$ cat src/sv/slle_pkg.sv
// slle_pkg: shared types and constants of the static linked list engine
// used by slle_cell, slle_ctrl, static_linked_list_engine_unit and its checker
// no dependencies
package slle_pkg;

  localparam int SLOTS_DEF   = 64;
  localparam int REQ_W       = 3;
  localparam int POS_W       = 6;
  localparam int VAL_W       = 32;
  localparam int ST_W        = 2;
  localparam int S_TDATA_W   = 48;
  localparam int M_TDATA_W   = 48;

  // input word layout
  localparam int S_REQ_LSB   = 0;
  localparam int S_POS_LSB   = S_REQ_LSB + REQ_W;
  localparam int S_VAL_LSB   = S_POS_LSB + POS_W;

  // output word layout
  localparam int M_ST_LSB    = 0;
  localparam int M_ELEM_LSB  = M_ST_LSB + ST_W;
  localparam int M_EPOS_LSB  = M_ELEM_LSB + VAL_W;
  localparam int M_CNT_LSB   = M_EPOS_LSB + POS_W;
  localparam int M_USED_W    = M_CNT_LSB + POS_W;

  typedef enum logic [REQ_W-1:0] {
    REQ_APPEND = 3'd0,
    REQ_INSERT = 3'd1,
    REQ_DELETE = 3'd2,
    REQ_MODIFY = 3'd3,
    REQ_DUMP   = 3'd4
  } req_e;

  typedef enum logic [ST_W-1:0] {
    ST_OK    = 2'd0,
    ST_FULL  = 2'd1,
    ST_RANGE = 2'd2,
    ST_EMPTY = 2'd3
  } status_e;

  typedef enum logic [2:0] {
    CELL_HOLD,
    CELL_INSERT,
    CELL_DELETE,
    CELL_WRITE,
    CELL_ROTATE
  } cell_op_e;

  typedef enum logic {
    FSM_IDLE,
    FSM_DUMP
  } fsm_e;

  // broadcast command from the controller to every cell
  typedef struct packed {
    cell_op_e                op;
    logic [POS_W-1:0]        idx;       // 0-based target cell
    logic [POS_W-1:0]        last_idx;  // last occupied cell, for rotation
    logic signed [VAL_W-1:0] value;
  } cell_cmd_t;

endpackage

$ cat src/sv/slle_cell.sv
// slle_cell: one list element of the cell chain, holds the value at one position
// depends on slle_pkg
module slle_cell #(
  parameter int IDX = 0
) (
  input  logic                              clk_i,
  input  slle_pkg::cell_cmd_t               cmd_i,
  input  logic signed [slle_pkg::VAL_W-1:0] left_i,
  input  logic signed [slle_pkg::VAL_W-1:0] right_i,
  input  logic signed [slle_pkg::VAL_W-1:0] head_i,
  output logic signed [slle_pkg::VAL_W-1:0] value_o
);

  localparam logic [slle_pkg::POS_W-1:0] MyIdx = slle_pkg::POS_W'(IDX);

  logic signed [slle_pkg::VAL_W-1:0] value_d, value_q;

  always_comb begin
    value_d = value_q;
    case (cmd_i.op)
      slle_pkg::CELL_INSERT: begin
        if (MyIdx == cmd_i.idx) begin
          value_d = cmd_i.value;
        end else if (MyIdx > cmd_i.idx) begin
          value_d = left_i;
        end
      end
      slle_pkg::CELL_DELETE: begin
        if (MyIdx >= cmd_i.idx) begin
          value_d = right_i;
        end
      end
      slle_pkg::CELL_WRITE: begin
        if (MyIdx == cmd_i.idx) begin
          value_d = cmd_i.value;
        end
      end
      slle_pkg::CELL_ROTATE: begin
        // front element wraps to the back of the occupied part
        if (MyIdx == cmd_i.last_idx) begin
          value_d = head_i;
        end else if (MyIdx < cmd_i.last_idx) begin
          value_d = right_i;
        end
      end
      default: value_d = value_q;
    endcase
  end

  always_ff @(posedge clk_i) begin
    value_q <= value_d;
  end

  assign value_o = value_q;

endmodule

$ cat config.mk
export PLATFORM = sky130hd
export DESIGN_NAME = slle_cell
export DESIGN_NICKNAME = d
export VERILOG_FILES = /design/src/sv/slle_pkg.sv /design/src/sv/slle_cell.sv
export SDC_FILE = /design/constraint.sdc
export NUM_CORES = 1
export LEC_CHECK = 0
export ABC_AREA = 1
export BUFFER_PORTS_ARGS = -buffer_cell sky130_fd_sc_hd__buf_2
export CAP_MARGIN = 20
export CELL_PAD_IN_SITES_DETAIL_PLACEMENT = 0
export CELL_PAD_IN_SITES_GLOBAL_PLACEMENT = 1
export CORE_MARGIN = 2
export CORE_UTILIZATION = 32
export DETAILED_ROUTE_END_ITERATION = 10
export GPL_TIMING_DRIVEN = 0
export PLACE_DENSITY = 0.88
export SLEW_MARGIN = 20
export SYNTH_ARGS = -nofsm -noshare
export SYNTH_HDL_FRONTEND = slang
export SYNTH_SLANG_ARGS = --single-unit
$ cat constraint.sdc
create_clock -name clk_i -period 7.05 [get_ports clk_i]
set_clock_uncertainty 0.2 [all_clocks]
set_input_delay 1.41 -clock clk_i [delete_from_list [all_inputs] [get_ports clk_i]]
set_output_delay 1.41 -clock clk_i [all_outputs]
set_load 0.05 [all_outputs]
* Word level (Yosys, flattened, before mapping)
Cells that the tools add are included.
** Cells by class
- Shifts and indexed selects :: 0
- Mux-type cells :: 7
- Reduce and logical (&&, ||, !) cells :: 4
- Div/mod/pow operators :: 0
- Multiply operators :: 0
- Bitwise logic cells :: 0
- Order comparisons :: 3
- $add $sub $neg :: 0
- Eq/ne operators :: 8
** Operator list (number)
- $mux W32 :: 6
- $pmux W32 S4 :: 1
- $logic_not A6 Y1 :: 2
- $eq A3 B2 Y1 const B :: 2
- $ge A1 B6 Y1 const A :: 1
- $gt A1 B6 Y1 const A :: 1
- $lt A1 B6 Y1 const A :: 1
- $ne A3 B3 Y1 const B :: 2
- $reduce_and A5 Y1 :: 1
- $ne A2 B2 Y1 const B :: 2
- $reduce_bool A4 Y1 :: 1
- $eq A3 B1 Y1 const B :: 1
- $eq A3 B3 Y1 const B :: 1
** Word-level totals
- Memories :: 0
- Bits in registers :: 32
- Bits in latches :: 0
- Word-level logic and storage cells :: 23
- Input bits :: 144
- Output and inout bits :: 32
- Bits in read-only memories :: 0
- Bits in writable memories :: 0

* Longest topological paths before layout
- Word-level depth :: 4
- Mapped depth :: 7

* Worst setup path after synthesis
Ideal clock, no wire load.
- Path type :: input-to-reg
- From :: input cmd_i[38] in the netlist's numbering
- To :: register value_q (netlist bit value_o[0]), enable pin
- Path slack :: 2985 ps
- Stages :: 4
- Arrival time :: 3437 ps
- Library setup time :: 428 ps
- Path buffers :: 1
- Cell sequence :: nor2_4 nand3_2 clkbuf_1 o21bai_1
** On the way
- Word-level cells in the longest chain between the ends :: 3
- Elaborated cells between the ends (all ways) :: 7
- Classes of those cells :: order compare: 2; eq/ne: 3; reduce/logical: 2
** RTL lines
- start: declaration :: RTL line slle_cell.sv:7 : input slle_pkg::cell_cmd_t cmd_i,
- $gt A1 B6 Y1 (tied with other cells) :: RTL line slle_cell.sv:24 : end else if (MyIdx > cmd_i.idx) begin
- $ne A3 B3 Y1 (no source line) or $ne A2 B2 Y1 (tied branches)
- $reduce_and A5 Y1 (no source line) *
- end signal: assignment :: RTL line slle_cell.sv:51 : value_q <= value_d;
- end: declaration :: RTL line slle_cell.sv:16 : logic signed [slle_pkg::VAL_W-1:0] value_d, value_q;
Every way passes the cells marked *; elsewhere a longest branch is shown, timed or not.
A chain may end at the register's enable or synchronous reset.

* Worst setup path after layout
- From :: input cmd_i[38] in the netlist's numbering
- To :: register value_q (netlist bit value_o[4]), enable pin
The elaborated chain is that of the path after synthesis.

==> flow_summary_export.csv <==
group,metric,value,unit
synthesis,ys_warn_count,0,
finish,num_antenna_cells,0,
synthesis,synth.largest_area_cell,"edfxtp_1",
finish,final_area,4310,µm²
setup_path,arrival,3020,ps
global_routing,grt_start_max_net_pins,19,
finish,fin_nets,830,
synthesis,synthTopCellsByArea,"edfxtp_1, nand3_1, nand4_1",
synthesis,ys_seq_area_share,30.5,%
synthesis,synth_common_cells,"inv_1, nand3_1, nand2_1, nand4_1, inv_2",
clocking,cts_made_buffers,5,
clocking,cts_sinks,32,
setup_path,critPathSlowestCell,"o21bai_4",
placement,hpwl,8760,µm
floorplan,fp.dieW,103,µm
timing,min_period_over_period,45.8,%
global_routing,grt_pass1_vias,3789,
finish,drive_above_1_share,36.6,%
drt,drt_iter0_markers,209,
synthesis,yosysMostFrequentCell,"inv_1",
global_routing,gr-total-overflow,0,
synthesis,ys_ff_latch,32,
setup_path,crit_fanout,18,
placement,gp_congestion,0.865,
synthesis,syn_avg_cell_area,6.27,µm²
global_routing,grt_usage,21.8,%
drt,vias_per_cell,4.92,
finish,area_growth,36.8,%
finish,final_util,44.5,%
timing,finalHoldViolCount,0,
floorplan,initial_core_util,32.5,%
floorplan,die_area,10700,µm²
clocking,cts_setup_buffers,0,
setup_path,cpPeakStageDelay,560,ps
setup_path,path_cells,"buf_2 -> nor2_4 -> nand3_2 -> clkbuf_1 -> o21bai_4 -> buf_16",
floorplan,die_h,103,µm
timing,report.final.slew_viol_count,0,
placement,portBuffers,175,
global_routing,antenna_found_initial,0,
power_and_ir_drop,leakage,2.43,nW
setup_path,end_kind,"flop",
clocking,htree_levels,2,
setup_path,crit_family,"buffers and inverters",
placement,post-place-ws,3490,ps
timing,setup_ws,3820,ps
finish,largest_reg_flops,32,
synthesis,syn_area,3150,µm²
synthesis,synth-main-ff-cell,"edfxtp_1",
setup_path,critPathRequiredTime,6850,ps
timing,report.final.setup_viol,0,
synthesis,synthArstFlopShare,0,%
synthesis,synth_nets,647,
global_routing,grt_pass1_wl,17800,µm
placement,place_area,4230,µm²
drt,drt_pass1_iterations,5,
clocking,clockRootBuffer,"clkbuf_8",
timing,setup-tns-final,0,ps
finish,instances_no_fill,819,
drt,final_antenna_net_count,0,
synthesis,synth_top_area_share,30.5,%
synthesis,synth_edf_count,32,
clocking,cts_resized,0,
clocking,cts_max_path_buffers,2,
drt,vias,4032,
floorplan,pin_count,176,
timing,clock.fmax,0.310,GHz
clocking,cts_tree,"done",
drt,route.detailed.drc,0,
power_and_ir_drop,power.density,134,nW/µm²
floorplan,rows,36,
timing,post-route-min-period,3230,ps
synthesis,synth_cell_types,17,
setup_path,critPathBufInv,3,
timing,rsz0062_at_grt,"no",
setup_path,crit_type,"input port to flop",
drt,drt-total-wl,11800,µm
flow_run,maxCapViolCount,0,
setup_path,start_kind,"input port",
hold_path,timing.hold.worst.class,"input port to flop",
status,status,"completed",
timing,slew_headroom,60.9,%
power_and_ir_drop,finalPower,0.576,mW
clocking,postCtsHoldBufs,0,
floorplan,core,9680,µm²
clocking,cts.reportedPaths.clkPinSlew,80,ps
drt,wl_per_cell,14.5,µm
power_and_ir_drop,ir_drop,0.0649,mV
timing,holdWs,1240,ps
synthesis,syn_inst,503,
placement,place_inst,812,
timing,tightest_slew,587,ps
cell families after synthesis:
group / share of synthesized area (%)
flip-flops: 30.5
AND/OR/NAND/NOR: 43.1
buffers and inverters: 21.1
AO/OA/AOI/OAI: 5.32
final timing paths:
| kind | from | end | slack, ps | cells after the start |
|---|---|---|---|---|
| worst max-delay path | cmd_i[38] | value_o[4] | 3820 | 6 |
| worst min-delay path | right_i[25] | value_o[25] | 1240 | 3 |
power by group:
group / leakage (nW) / internal (mW) / switching (mW)
registers: 0.288 / 0.225 / 0.00250
logic: 2.10 / 0.0715 / 0.133
clock network: 0.0410 / 0.0673 / 0.0765
total: 2.43 / 0.364 / 0.212
placed cells by master, fill, tap and decap left out:
cell type and count:
a21oi_1 32, buf_1 4, buf_16 1, buf_2 196, buf_4 3, clkbuf_1 9, clkbuf_8 5, clkinv_2 1
edfxtp_1 32, inv_1 98, inv_2 33, nand2_1 67, nand3_1 97, nand3_2 1, nand4_1 64, nor2_1 32
nor2_2 4, nor2_4 5, nor3_2 1, o21bai_4 1
routing by layer:
layer / GRT usage [%] / routed length (µm) / vias up
met5: 0 / 0 / -
met4: 9.11 / 299 / 0
met3: 3.49 / 847 / 24
met2: 37.8 / 5830 / 194
met1: 26.9 / 4860 / 1812
li1: - / - / 2002
area by class of cell:
cell class	instances	area (µm²)
fill	1065	5370
multi-input combinational	304	1540
sequential	32	961
timing repair buffer	176	903
inverter	131	492
buffer	36	173
tap	133	166
clock buffer	6	72.6
clock inverter	1	5.00
Note: power is estimated with default switching activity, not from simulation.
