===== src/sv/slle_pkg.sv =====
// slle_pkg: shared types and constants of the static linked list engine
// used by slle_cell, slle_ctrl, static_linked_list_engine_unit and its checker
// no dependencies
package slle_pkg;

  localparam int SLOTS_DEF   = 64;
  localparam int REQ_W       = 3;
  localparam int POS_W       = 6;
  localparam int VAL_W       = 32;
  localparam int ST_W        = 2;
  localparam int S_TDATA_W   = 48;
  localparam int M_TDATA_W   = 48;

  // input word layout
  localparam int S_REQ_LSB   = 0;
  localparam int S_POS_LSB   = S_REQ_LSB + REQ_W;
  localparam int S_VAL_LSB   = S_POS_LSB + POS_W;

  // output word layout
  localparam int M_ST_LSB    = 0;
  localparam int M_ELEM_LSB  = M_ST_LSB + ST_W;
  localparam int M_EPOS_LSB  = M_ELEM_LSB + VAL_W;
  localparam int M_CNT_LSB   = M_EPOS_LSB + POS_W;
  localparam int M_USED_W    = M_CNT_LSB + POS_W;

  typedef enum logic [REQ_W-1:0] {
    REQ_APPEND = 3'd0,
    REQ_INSERT = 3'd1,
    REQ_DELETE = 3'd2,
    REQ_MODIFY = 3'd3,
    REQ_DUMP   = 3'd4
  } req_e;

  typedef enum logic [ST_W-1:0] {
    ST_OK    = 2'd0,
    ST_FULL  = 2'd1,
    ST_RANGE = 2'd2,
    ST_EMPTY = 2'd3
  } status_e;

  typedef enum logic [2:0] {
    CELL_HOLD,
    CELL_INSERT,
    CELL_DELETE,
    CELL_WRITE,
    CELL_ROTATE
  } cell_op_e;

  typedef enum logic {
    FSM_IDLE,
    FSM_DUMP
  } fsm_e;

  // broadcast command from the controller to every cell
  typedef struct packed {
    cell_op_e                op;
    logic [POS_W-1:0]        idx;       // 0-based target cell
    logic [POS_W-1:0]        last_idx;  // last occupied cell, for rotation
    logic signed [VAL_W-1:0] value;
  } cell_cmd_t;

endpackage


===== src/sv/slle_ctrl.sv =====
// slle_ctrl: request holding register, sequencer and output register of the engine
// depends on slle_pkg; drives the broadcast command of the slle_cell chain
module slle_ctrl #(
  parameter int SLOTS = slle_pkg::SLOTS_DEF
) (
  input  logic                                clk_i,
  input  logic                                rst_ni,
  input  logic                                s_axis_tvalid,
  output logic                                s_axis_tready,
  input  logic [slle_pkg::S_TDATA_W-1:0]      s_axis_tdata,
  output logic                                m_axis_tvalid,
  input  logic                                m_axis_tready,
  output logic [slle_pkg::M_TDATA_W-1:0]      m_axis_tdata,
  output logic                                m_axis_tlast,
  input  logic signed [slle_pkg::VAL_W-1:0]   head_i,
  output slle_pkg::cell_cmd_t                 cmd_o
);

  localparam logic [slle_pkg::POS_W-1:0] Cap = slle_pkg::POS_W'(SLOTS - 2);

  // held request
  logic                              req_valid_q;
  logic [slle_pkg::REQ_W-1:0]        req_type_q;
  logic [slle_pkg::POS_W-1:0]        req_pos_q;
  logic signed [slle_pkg::VAL_W-1:0] req_val_q;
  logic                              req_done;

  slle_pkg::fsm_e                    state_d, state_q;
  logic [slle_pkg::POS_W-1:0]        cnt_d, cnt_q;
  logic [slle_pkg::POS_W-1:0]        dump_idx_d, dump_idx_q;

  // output register
  logic                              out_valid_d, out_valid_q;
  slle_pkg::status_e                 out_st_d, out_st_q;
  logic signed [slle_pkg::VAL_W-1:0] out_elem_d, out_elem_q;
  logic [slle_pkg::POS_W-1:0]        out_pos_d, out_pos_q;
  logic [slle_pkg::POS_W-1:0]        out_cnt_d, out_cnt_q;
  logic                              out_last_d, out_last_q;
  logic                              load_out;
  logic                              out_free;

  // single-step request decode
  slle_pkg::status_e                 ex_st;
  slle_pkg::cell_op_e                ex_op;
  logic [slle_pkg::POS_W-1:0]        ex_idx;
  logic [slle_pkg::POS_W-1:0]        ex_cnt;
  logic [slle_pkg::POS_W:0]          cnt_ext;
  logic [slle_pkg::POS_W:0]          pos_ext;
  logic                              is_dump;
  logic                              dump_last;

  assign out_free  = !out_valid_q || m_axis_tready;
  assign is_dump   = (req_type_q == slle_pkg::REQ_DUMP);
  assign dump_last = ((dump_idx_q + slle_pkg::POS_W'(1)) == cnt_q);
  assign cnt_ext   = {1'b0, cnt_q};
  assign pos_ext   = {1'b0, req_pos_q};

  always_comb begin
    ex_st  = slle_pkg::ST_OK;
    ex_op  = slle_pkg::CELL_HOLD;
    ex_idx = req_pos_q - slle_pkg::POS_W'(1);
    ex_cnt = cnt_q;
    case (req_type_q)
      slle_pkg::REQ_APPEND: begin
        if (cnt_q >= Cap) begin
          ex_st = slle_pkg::ST_FULL;
        end else begin
          ex_op  = slle_pkg::CELL_INSERT;
          ex_idx = cnt_q;
          ex_cnt = cnt_q + slle_pkg::POS_W'(1);
        end
      end
      slle_pkg::REQ_INSERT: begin
        if (cnt_q >= Cap) begin
          ex_st = slle_pkg::ST_FULL;
        end else if (req_pos_q == '0 || pos_ext > cnt_ext + 7'd1) begin
          ex_st = slle_pkg::ST_RANGE;
        end else begin
          ex_op  = slle_pkg::CELL_INSERT;
          ex_cnt = cnt_q + slle_pkg::POS_W'(1);
        end
      end
      slle_pkg::REQ_DELETE: begin
        if (cnt_q == '0) begin
          ex_st = slle_pkg::ST_EMPTY;
        end else if (req_pos_q == '0 || req_pos_q > cnt_q) begin
          ex_st = slle_pkg::ST_RANGE;
        end else begin
          ex_op  = slle_pkg::CELL_DELETE;
          ex_cnt = cnt_q - slle_pkg::POS_W'(1);
        end
      end
      slle_pkg::REQ_MODIFY: begin
        if (cnt_q == '0) begin
          ex_st = slle_pkg::ST_EMPTY;
        end else if (req_pos_q == '0 || req_pos_q > cnt_q) begin
          ex_st = slle_pkg::ST_RANGE;
        end else begin
          ex_op = slle_pkg::CELL_WRITE;
        end
      end
      default: ex_st = slle_pkg::ST_OK;  // unknown codes are no-ops
    endcase
  end

  // next state
  always_comb begin
    state_d = state_q;
    case (state_q)
      slle_pkg::FSM_IDLE: begin
        if (req_valid_q && out_free && is_dump && cnt_q != '0) begin
          state_d = slle_pkg::FSM_DUMP;
        end
      end
      slle_pkg::FSM_DUMP: begin
        if (out_free && dump_last) begin
          state_d = slle_pkg::FSM_IDLE;
        end
      end
      default: state_d = slle_pkg::FSM_IDLE;
    endcase
  end

  // outputs of the sequencer
  always_comb begin
    cmd_o.op       = slle_pkg::CELL_HOLD;
    cmd_o.idx      = ex_idx;
    cmd_o.last_idx = cnt_q - slle_pkg::POS_W'(1);
    cmd_o.value    = req_val_q;
    load_out       = 1'b0;
    req_done       = 1'b0;
    cnt_d          = cnt_q;
    dump_idx_d     = dump_idx_q;
    out_st_d       = out_st_q;
    out_elem_d     = out_elem_q;
    out_pos_d      = out_pos_q;
    out_cnt_d      = out_cnt_q;
    out_last_d     = out_last_q;
    case (state_q)
      slle_pkg::FSM_IDLE: begin
        if (req_valid_q && out_free) begin
          if (is_dump) begin
            dump_idx_d = '0;
            if (cnt_q == '0) begin
              load_out   = 1'b1;
              req_done   = 1'b1;
              out_st_d   = slle_pkg::ST_EMPTY;
              out_elem_d = '0;
              out_pos_d  = '0;
              out_cnt_d  = '0;
              out_last_d = 1'b1;
            end
          end else begin
            load_out   = 1'b1;
            req_done   = 1'b1;
            cmd_o.op   = ex_op;
            cnt_d      = ex_cnt;
            out_st_d   = ex_st;
            out_elem_d = '0;
            out_pos_d  = '0;
            out_cnt_d  = ex_cnt;
            out_last_d = 1'b1;
          end
        end
      end
      slle_pkg::FSM_DUMP: begin
        if (out_free) begin
          load_out   = 1'b1;
          cmd_o.op   = slle_pkg::CELL_ROTATE;
          dump_idx_d = dump_idx_q + slle_pkg::POS_W'(1);
          req_done   = dump_last;
          out_st_d   = slle_pkg::ST_OK;
          out_elem_d = head_i;
          out_pos_d  = dump_idx_q + slle_pkg::POS_W'(1);
          out_cnt_d  = cnt_q;
          out_last_d = dump_last;
        end
      end
      default: cmd_o.op = slle_pkg::CELL_HOLD;
    endcase
  end

  assign out_valid_d   = load_out ? 1'b1 : (m_axis_tready ? 1'b0 : out_valid_q);
  assign s_axis_tready = !req_valid_q;

  always_ff @(posedge clk_i or negedge rst_ni) begin
    if (!rst_ni) begin
      state_q     <= slle_pkg::FSM_IDLE;
      cnt_q       <= '0;
      dump_idx_q  <= '0;
      req_valid_q <= 1'b0;
      out_valid_q <= 1'b0;
    end else begin
      state_q     <= state_d;
      cnt_q       <= cnt_d;
      dump_idx_q  <= dump_idx_d;
      out_valid_q <= out_valid_d;
      if (s_axis_tvalid && s_axis_tready) begin
        req_valid_q <= 1'b1;
      end else if (req_done) begin
        req_valid_q <= 1'b0;
      end
    end
  end

  always_ff @(posedge clk_i) begin
    if (s_axis_tvalid && s_axis_tready) begin
      req_type_q <= s_axis_tdata[slle_pkg::S_REQ_LSB +: slle_pkg::REQ_W];
      req_pos_q  <= s_axis_tdata[slle_pkg::S_POS_LSB +: slle_pkg::POS_W];
      req_val_q  <= s_axis_tdata[slle_pkg::S_VAL_LSB +: slle_pkg::VAL_W];
    end
    out_st_q   <= out_st_d;
    out_elem_q <= out_elem_d;
    out_pos_q  <= out_pos_d;
    out_cnt_q  <= out_cnt_d;
    out_last_q <= out_last_d;
  end

  assign m_axis_tvalid = out_valid_q;
  assign m_axis_tlast  = out_last_q;
  assign m_axis_tdata  = {(slle_pkg::M_TDATA_W - slle_pkg::M_USED_W)'(0),
                          out_cnt_q, out_pos_q, out_elem_q, out_st_q};

endmodule


===== config.mk =====
export PLATFORM = sky130hd
export DESIGN_NAME = slle_ctrl
export DESIGN_NICKNAME = d
export VERILOG_FILES = /design/src/sv/slle_pkg.sv /design/src/sv/slle_ctrl.sv
export SDC_FILE = /design/constraint.sdc
export NUM_CORES = 1
export LEC_CHECK = 0
export BUFFER_PORTS_ARGS = -buffer_cell sky130_fd_sc_hd__buf_2
export CORE_ASPECT_RATIO = 1.2
export CORE_MARGIN = 4
export CORE_UTILIZATION = 50
export DETAILED_ROUTE_END_ITERATION = 8
export GPL_ROUTABILITY_DRIVEN = 0
export GPL_TIMING_DRIVEN = 1
export HOLD_SLACK_MARGIN = 0.12
export PLACE_DENSITY = 0.87
export SYNTH_ARGS = -nofsm -noshare
export SYNTH_HDL_FRONTEND = slang
export SYNTH_SLANG_ARGS = --single-unit

===== constraint.sdc =====
create_clock -name clk_i -period 3.2 [get_ports clk_i]
set_clock_uncertainty 0.1 [all_clocks]
set_input_delay 0.64 -clock clk_i [delete_from_list [all_inputs] [get_ports clk_i]]
set_output_delay 0.64 -clock clk_i [all_outputs]
set_load 0.01 [all_outputs]

* Word level (Yosys, flattened, before mapping) *
Cells that the tools add are included.

operators by class
  add/subtract/negate cells = 5
  multipliers = 0
  divide/modulo/power cells = 0
  order comparisons = 3
  equality and inequality tests = 9
  shift-type cells = 0
  multiplexer cells = 67
  bitwise gates (word level) = 2
  reduce and logical (&&, ||, !) cells = 20

operators with widths
  cell                 number
  $mux 32              4
  $mux 6               16
  $pmux 32 s2          1
  $pmux 6 s2           3
  $mux 2               12
  $mux 1               19
  $pmux 6 s3           1
  $add 6x1->6 const B  2
  $logic_not 6->1      2
  $sub 6x1->6 const B  2
  $mux 3               3
  $reduce_and 3->1     3
  $pmux 1 s2           4
  $pmux 2 s4           1
  $add 6x1->7 const B  1
  $gt 6x7->1           1
  $eq 3x2->1 const B   2
  $eq 6x6->1           1
  $ge 6x6->1 const B   1
  $gt 6x6->1           1
  $pmux 2 s3           1
  $pmux 3 s2           1
  $reduce_bool 6->1    1
  $logic_and 1x1->1    5
  other kinds (12)     18

storage, ports and cells
  register bits after elaboration = 103
  bits in latches = 0
  bits in writable memories = 0
  ROM bits = 0
  input port bits = 84
  output and inout bits = 98
  word-level logic and storage cells = 119
  memories kept = 0

* Longest topological paths before layout *
  depth in word-level cells = 9
  mapped depth = 11
  mapped depth without buffers = 10

* Worst setup path before layout *
Ideal clock, no wire load.

  kind = input -> register
  start point = in s_axis_tvalid
  end point = reg req_pos_q[0] in the netlist's numbering, enable pin
  setup time = 0.447 ns
  arrival time = 2.536 ns
  data required time = 2.653 ns
  path slack = 0.117 ns
  stages = 1
  path buffers = 0
  cells stage by stage = nor2b_1

on the way
  word-level cells in the longest chain between the ends = 1

ends and longest elaborated chain
  element               RTL line          RTL
  from (decl)           slle_ctrl.sv:8    input logic s_axis_tvalid,
  $logic_and 1x1->1     slle_ctrl.sv:207  if (s_axis_tvalid && s_axis_tready) begin
  to (signal assigned)  slle_ctrl.sv:209  req_pos_q <= s_axis_tdata[slle_pkg::S_POS_LSB +: slle_pkg::POS_W];
  to (decl)             slle_ctrl.sv:24   logic [slle_pkg::POS_W-1:0] req_pos_q;

No other way between the ends.
A chain may end at the register's enable or synchronous reset.

==> impl_metrics.xml <==
<?xml version="1.0" encoding="UTF-8"?>
<metrics>
  <group name="yosys">
    <metric name="synth-warning-count" unit="">0</metric>
    <metric name="ys_ff_latch" unit="">103</metric>
    <metric name="synth_area_leader_cell" unit="">edfxtp_1</metric>
    <metric name="post_synth_num_cell_types" unit="">63</metric>
    <metric name="synth_top_area_share" unit="%">52.9</metric>
    <metric name="synth.yosys.seq_area_share" unit="%">60.4</metric>
    <metric name="dominant_synthesized_flop_cell" unit="">edfxtp_1</metric>
    <metric name="avgSynthCellArea" unit="um2">12.6</metric>
    <metric name="synth_async_sr_flop_share" unit="%">14.6</metric>
    <metric name="synth_top_cells_by_area" unit="">edfxtp_1 (53%), dfrtp_1 (7.5%), ha_1 (4.8%)</metric>
    <metric name="synth_cells" unit="">395</metric>
    <metric name="synth_area" unit="um2">5000</metric>
    <metric name="synth_edf_count" unit="">88</metric>
  </group>
  <group name="clock_network">
    <metric name="cts.sinks" unit="">103</metric>
    <metric name="htree_num_levels" unit="">3</metric>
    <metric name="clk_transition_reported_paths" unit="ns">0.08</metric>
    <metric name="tritoncts" unit="">done</metric>
    <metric name="clk-insertion-delay-late" unit="ns">0.35</metric>
    <metric name="maximum_clock_insertion_buffer_count" unit="">2</metric>
    <metric name="clock-root-buffer" unit="">clkbuf_16</metric>
    <metric name="cts_inserted_buffers" unit="">9</metric>
  </group>
  <group name="global_route">
    <metric name="grt_max_degree" unit="">48</metric>
    <metric name="first_global_vias" unit="">4264</metric>
    <metric name="groute.usage.overall" unit="%">23.6</metric>
    <metric name="grt_overflow" unit="">0</metric>
    <metric name="wire_length_of_the_first_global_routing_pass" unit="um">21500</metric>
    <metric name="grt_antenna_before_repair" unit="">0</metric>
  </group>
  <group name="setup_path">
    <metric name="end_kind" unit="">output port</metric>
    <metric name="worst-endpoint-arrival" unit="ns">2.57</metric>
    <metric name="required" unit="ns">2.46</metric>
    <metric name="worst_path_max_delay_cell" unit="">dfrtp_2</metric>
    <metric name="worstPathCellList" unit="">inv_2, ha_4, inv_1, ha_1, nand3b_1, a21oi_4, o211ai_4, nand2_2, a2bb2oi_1, nor2_1, buf_2</metric>
    <metric name="critPathLaunchType" unit="">register</metric>
    <metric name="critical-path-top-delay-family" unit="">adder cells</metric>
    <metric name="cp.buffers_inverters" unit="">3</metric>
    <metric name="critical_path_class" unit="">reg2out</metric>
    <metric name="crit_fanout" unit="">4</metric>
    <metric name="max_stage_delay" unit="ns">0.45</metric>
  </group>
  <group name="routing">
    <metric name="detail-route-antenna-nets" unit="">0</metric>
    <metric name="dr.pass1.iters" unit="">9</metric>
    <metric name="vias_per_cell" unit="">5.94</metric>
    <metric name="wirelength" unit="um">14500</metric>
    <metric name="initialDrtViolationCount" unit="">559</metric>
    <metric name="detail_route.drc_violations" unit="">1</metric>
    <metric name="num_vias" unit="">4311</metric>
    <metric name="avgRoutedWirePerCell" unit="um">20.0</metric>
  </group>
  <group name="sta">
    <metric name="period_share" unit="%">104</metric>
    <metric name="fin_hold_ws" unit="ns">0.359</metric>
    <metric name="slew-limit-headroom" unit="%">49.8</metric>
    <metric name="achievable-frequency" unit="MHz">302</metric>
    <metric name="finalHoldViolations" unit="">0</metric>
    <metric name="finalMaxSlewViolations" unit="">0</metric>
    <metric name="fin_ws" unit="ns">-0.114</metric>
    <metric name="unrepaired_setup_endpoints_after_global_routing" unit="">yes</metric>
    <metric name="tightest_slew" unit="ns">0.748</metric>
    <metric name="final_period_minus_worst_setup_slack" unit="ns">3.31</metric>
    <metric name="final_setup_violation_count" unit="">10</metric>
  </group>
  <group name="floorplan">
    <metric name="initial_utilization" unit="%">51.7</metric>
    <metric name="die_height" unit="um">118</metric>
    <metric name="num_rows" unit="">39</metric>
    <metric name="placeableCoreArea" unit="um2">9660</metric>
    <metric name="dieArea" unit="um2">11700</metric>
    <metric name="chipWidth" unit="um">99.3</metric>
    <metric name="ioPinCount" unit="">182</metric>
  </group>
  <group name="pwr">
    <metric name="vdd_ir_drop_max" unit="mV">0.449</metric>
    <metric name="pwr_density_cell" unit="nW/um2">896</metric>
    <metric name="lkg_pwr" unit="nW">2.86</metric>
  </group>
  <group name="run_status">
    <metric name="status" unit="">complete, but fails checks</metric>
    <metric name="failing_checks" unit="">design-rule violations, negative setup slack</metric>
  </group>
  <group name="placement">
    <metric name="post-dp-hpwl" unit="um">9940</metric>
    <metric name="buffer_ports.inserted" unit="">172</metric>
    <metric name="placement.setup.worst_slack" unit="ns">0.0656</metric>
  </group>
  <group name="cells_and_area">
    <metric name="post_route_cells_drive_above_1_share" unit="%">45.9</metric>
    <metric name="post-route-util" unit="%">69.7</metric>
    <metric name="diodes" unit="">0</metric>
    <metric name="final_net_count" unit="">701</metric>
    <metric name="area_delta_synth_final" unit="%">34.9</metric>
  </group>
  <group name="job">
    <metric name="max-cap-violations" unit="">0</metric>
  </group>
  <group name="min_path">
    <metric name="worst_hold_path_type" unit="">in2reg</metric>
  </group>
</metrics>
[power by group]
| group | total, W | switching, W | internal [W] |
|---|---|---|---|
| Combinational | 0.00270 | 0.00160 | 0.00110 |
| Sequential | 0.00228 | 0.000230 | 0.00205 |
| Clock | 0.00105 | 0.000515 | 0.000538 |
[synthesized netlist by cell type (all sizes together) (8+ instances only)]
cell type / number
nand2: 21
xor2: 9
dfrtp: 15
edfxtp: 88
inv: 13
buf: 10
ha: 19
and2: 35
nand3: 19
xnor2: 13
o21ai: 16
clkbuf: 8
nor3: 14
a21oi: 12
nor2: 26
[routing by layer]
layer	vias up	wire, um	global-route usage (%)
met1	1985	4980	28.2
met5	-	0	0
met4	0	748	12.5
met2	366	6920	38.8
met3	95	1880	6.34
li1	1865	-	-
[per-stage QoR]
step | cell area (um2) | instances | power (W) | TNS, ns
2_1_floorplan | 5000 | 396 | 0.00371 | 0
3_5_place_dp | 6060 | 690 | 0.00463 | 0
6_report | 6740 | 726 | 0.00604 | -0.702
3_3_place_gp | 6060 | 690 | 0.00450 | 0
4_1_cts | 6500 | 717 | 0.00582 | -0.0438
5_1_grt | 6740 | 726 | 0.00636 | -1.26
[layout make-up]
cell class                 count  area [um2]
clock buffer                   9         225
clock inverter                 7        55.1
fill                         693        2920
inverter                      13        53.8
multi-input combinational    262        2070
sequential                   103        3020
tap                          123         154
timing repair buffer         209        1150
[cells in the final DEF (no fill, tap or decap), types with 10 or more instances in the layout]
cell type,synthesis,final
a21oi_1,12,10
dfrtp_1,15,10
o21ai_0,14,11
buf_4,4,35
and2_1,35,35
nand2_1,20,19
ha_1,19,14
edfxtp_1,88,88
nand3_1,19,16
buf_2,3,172
nor2_1,25,25
[final timing paths]
kind / start / to / slack, ns / cells after the start
setup / recovery: cnt_q[0] / cmd_o[44] / -0.11 / 11
hold / removal: s_axis_tdata[5] / req_pos_q[2] / 0.36 / 1
setup reg to reg: cnt_q[0] / out_cnt_q[2] / -0.11 / 14
hold reg to reg: dump_idx_q[5] / dump_idx_q[5] / 0.44 / 1
max in group asynchronous: rst_ni / cnt_q[0] / 2.05 / 2
min in group asynchronous: rst_ni / cnt_q[2] / 0.64 / 2
[state kept, by name, indices dropped and copies added (netlist names)]
signal,cells
req_pos_q,6
out_pos_q,6
dump_idx_q,6
req_type_q,3
m_axis_tvalid,1
m_axis_tlast,1
req_val_q,32
out_cnt_q,6
req_valid_q,1
state_q,1
out_elem_q,32
cnt_q,6
out_st_q,2
[what timing repair did]
item	CTS	global route
hold buffers	1	0
resized for setup	17	29
endpoints found under the setup margin	2	11
pin swaps	9	16
endpoints found under the hold margin	15	0
setup buffers	10	9
[cells by family after synthesis]
family	after synthesis	share of synthesized area [%]
flip-flops	103	60.4
adder cells (fa/ha/maj)	19	4.76
other	1	0.0751
AO/OA/AOI/OAI	70	10.5
buffers and inverters	31	3.01
XOR/XNOR	22	4.01
AND/OR/NAND/NOR	143	15.9
multiplexers	6	1.35
Power figures use the tool's default switching activity.
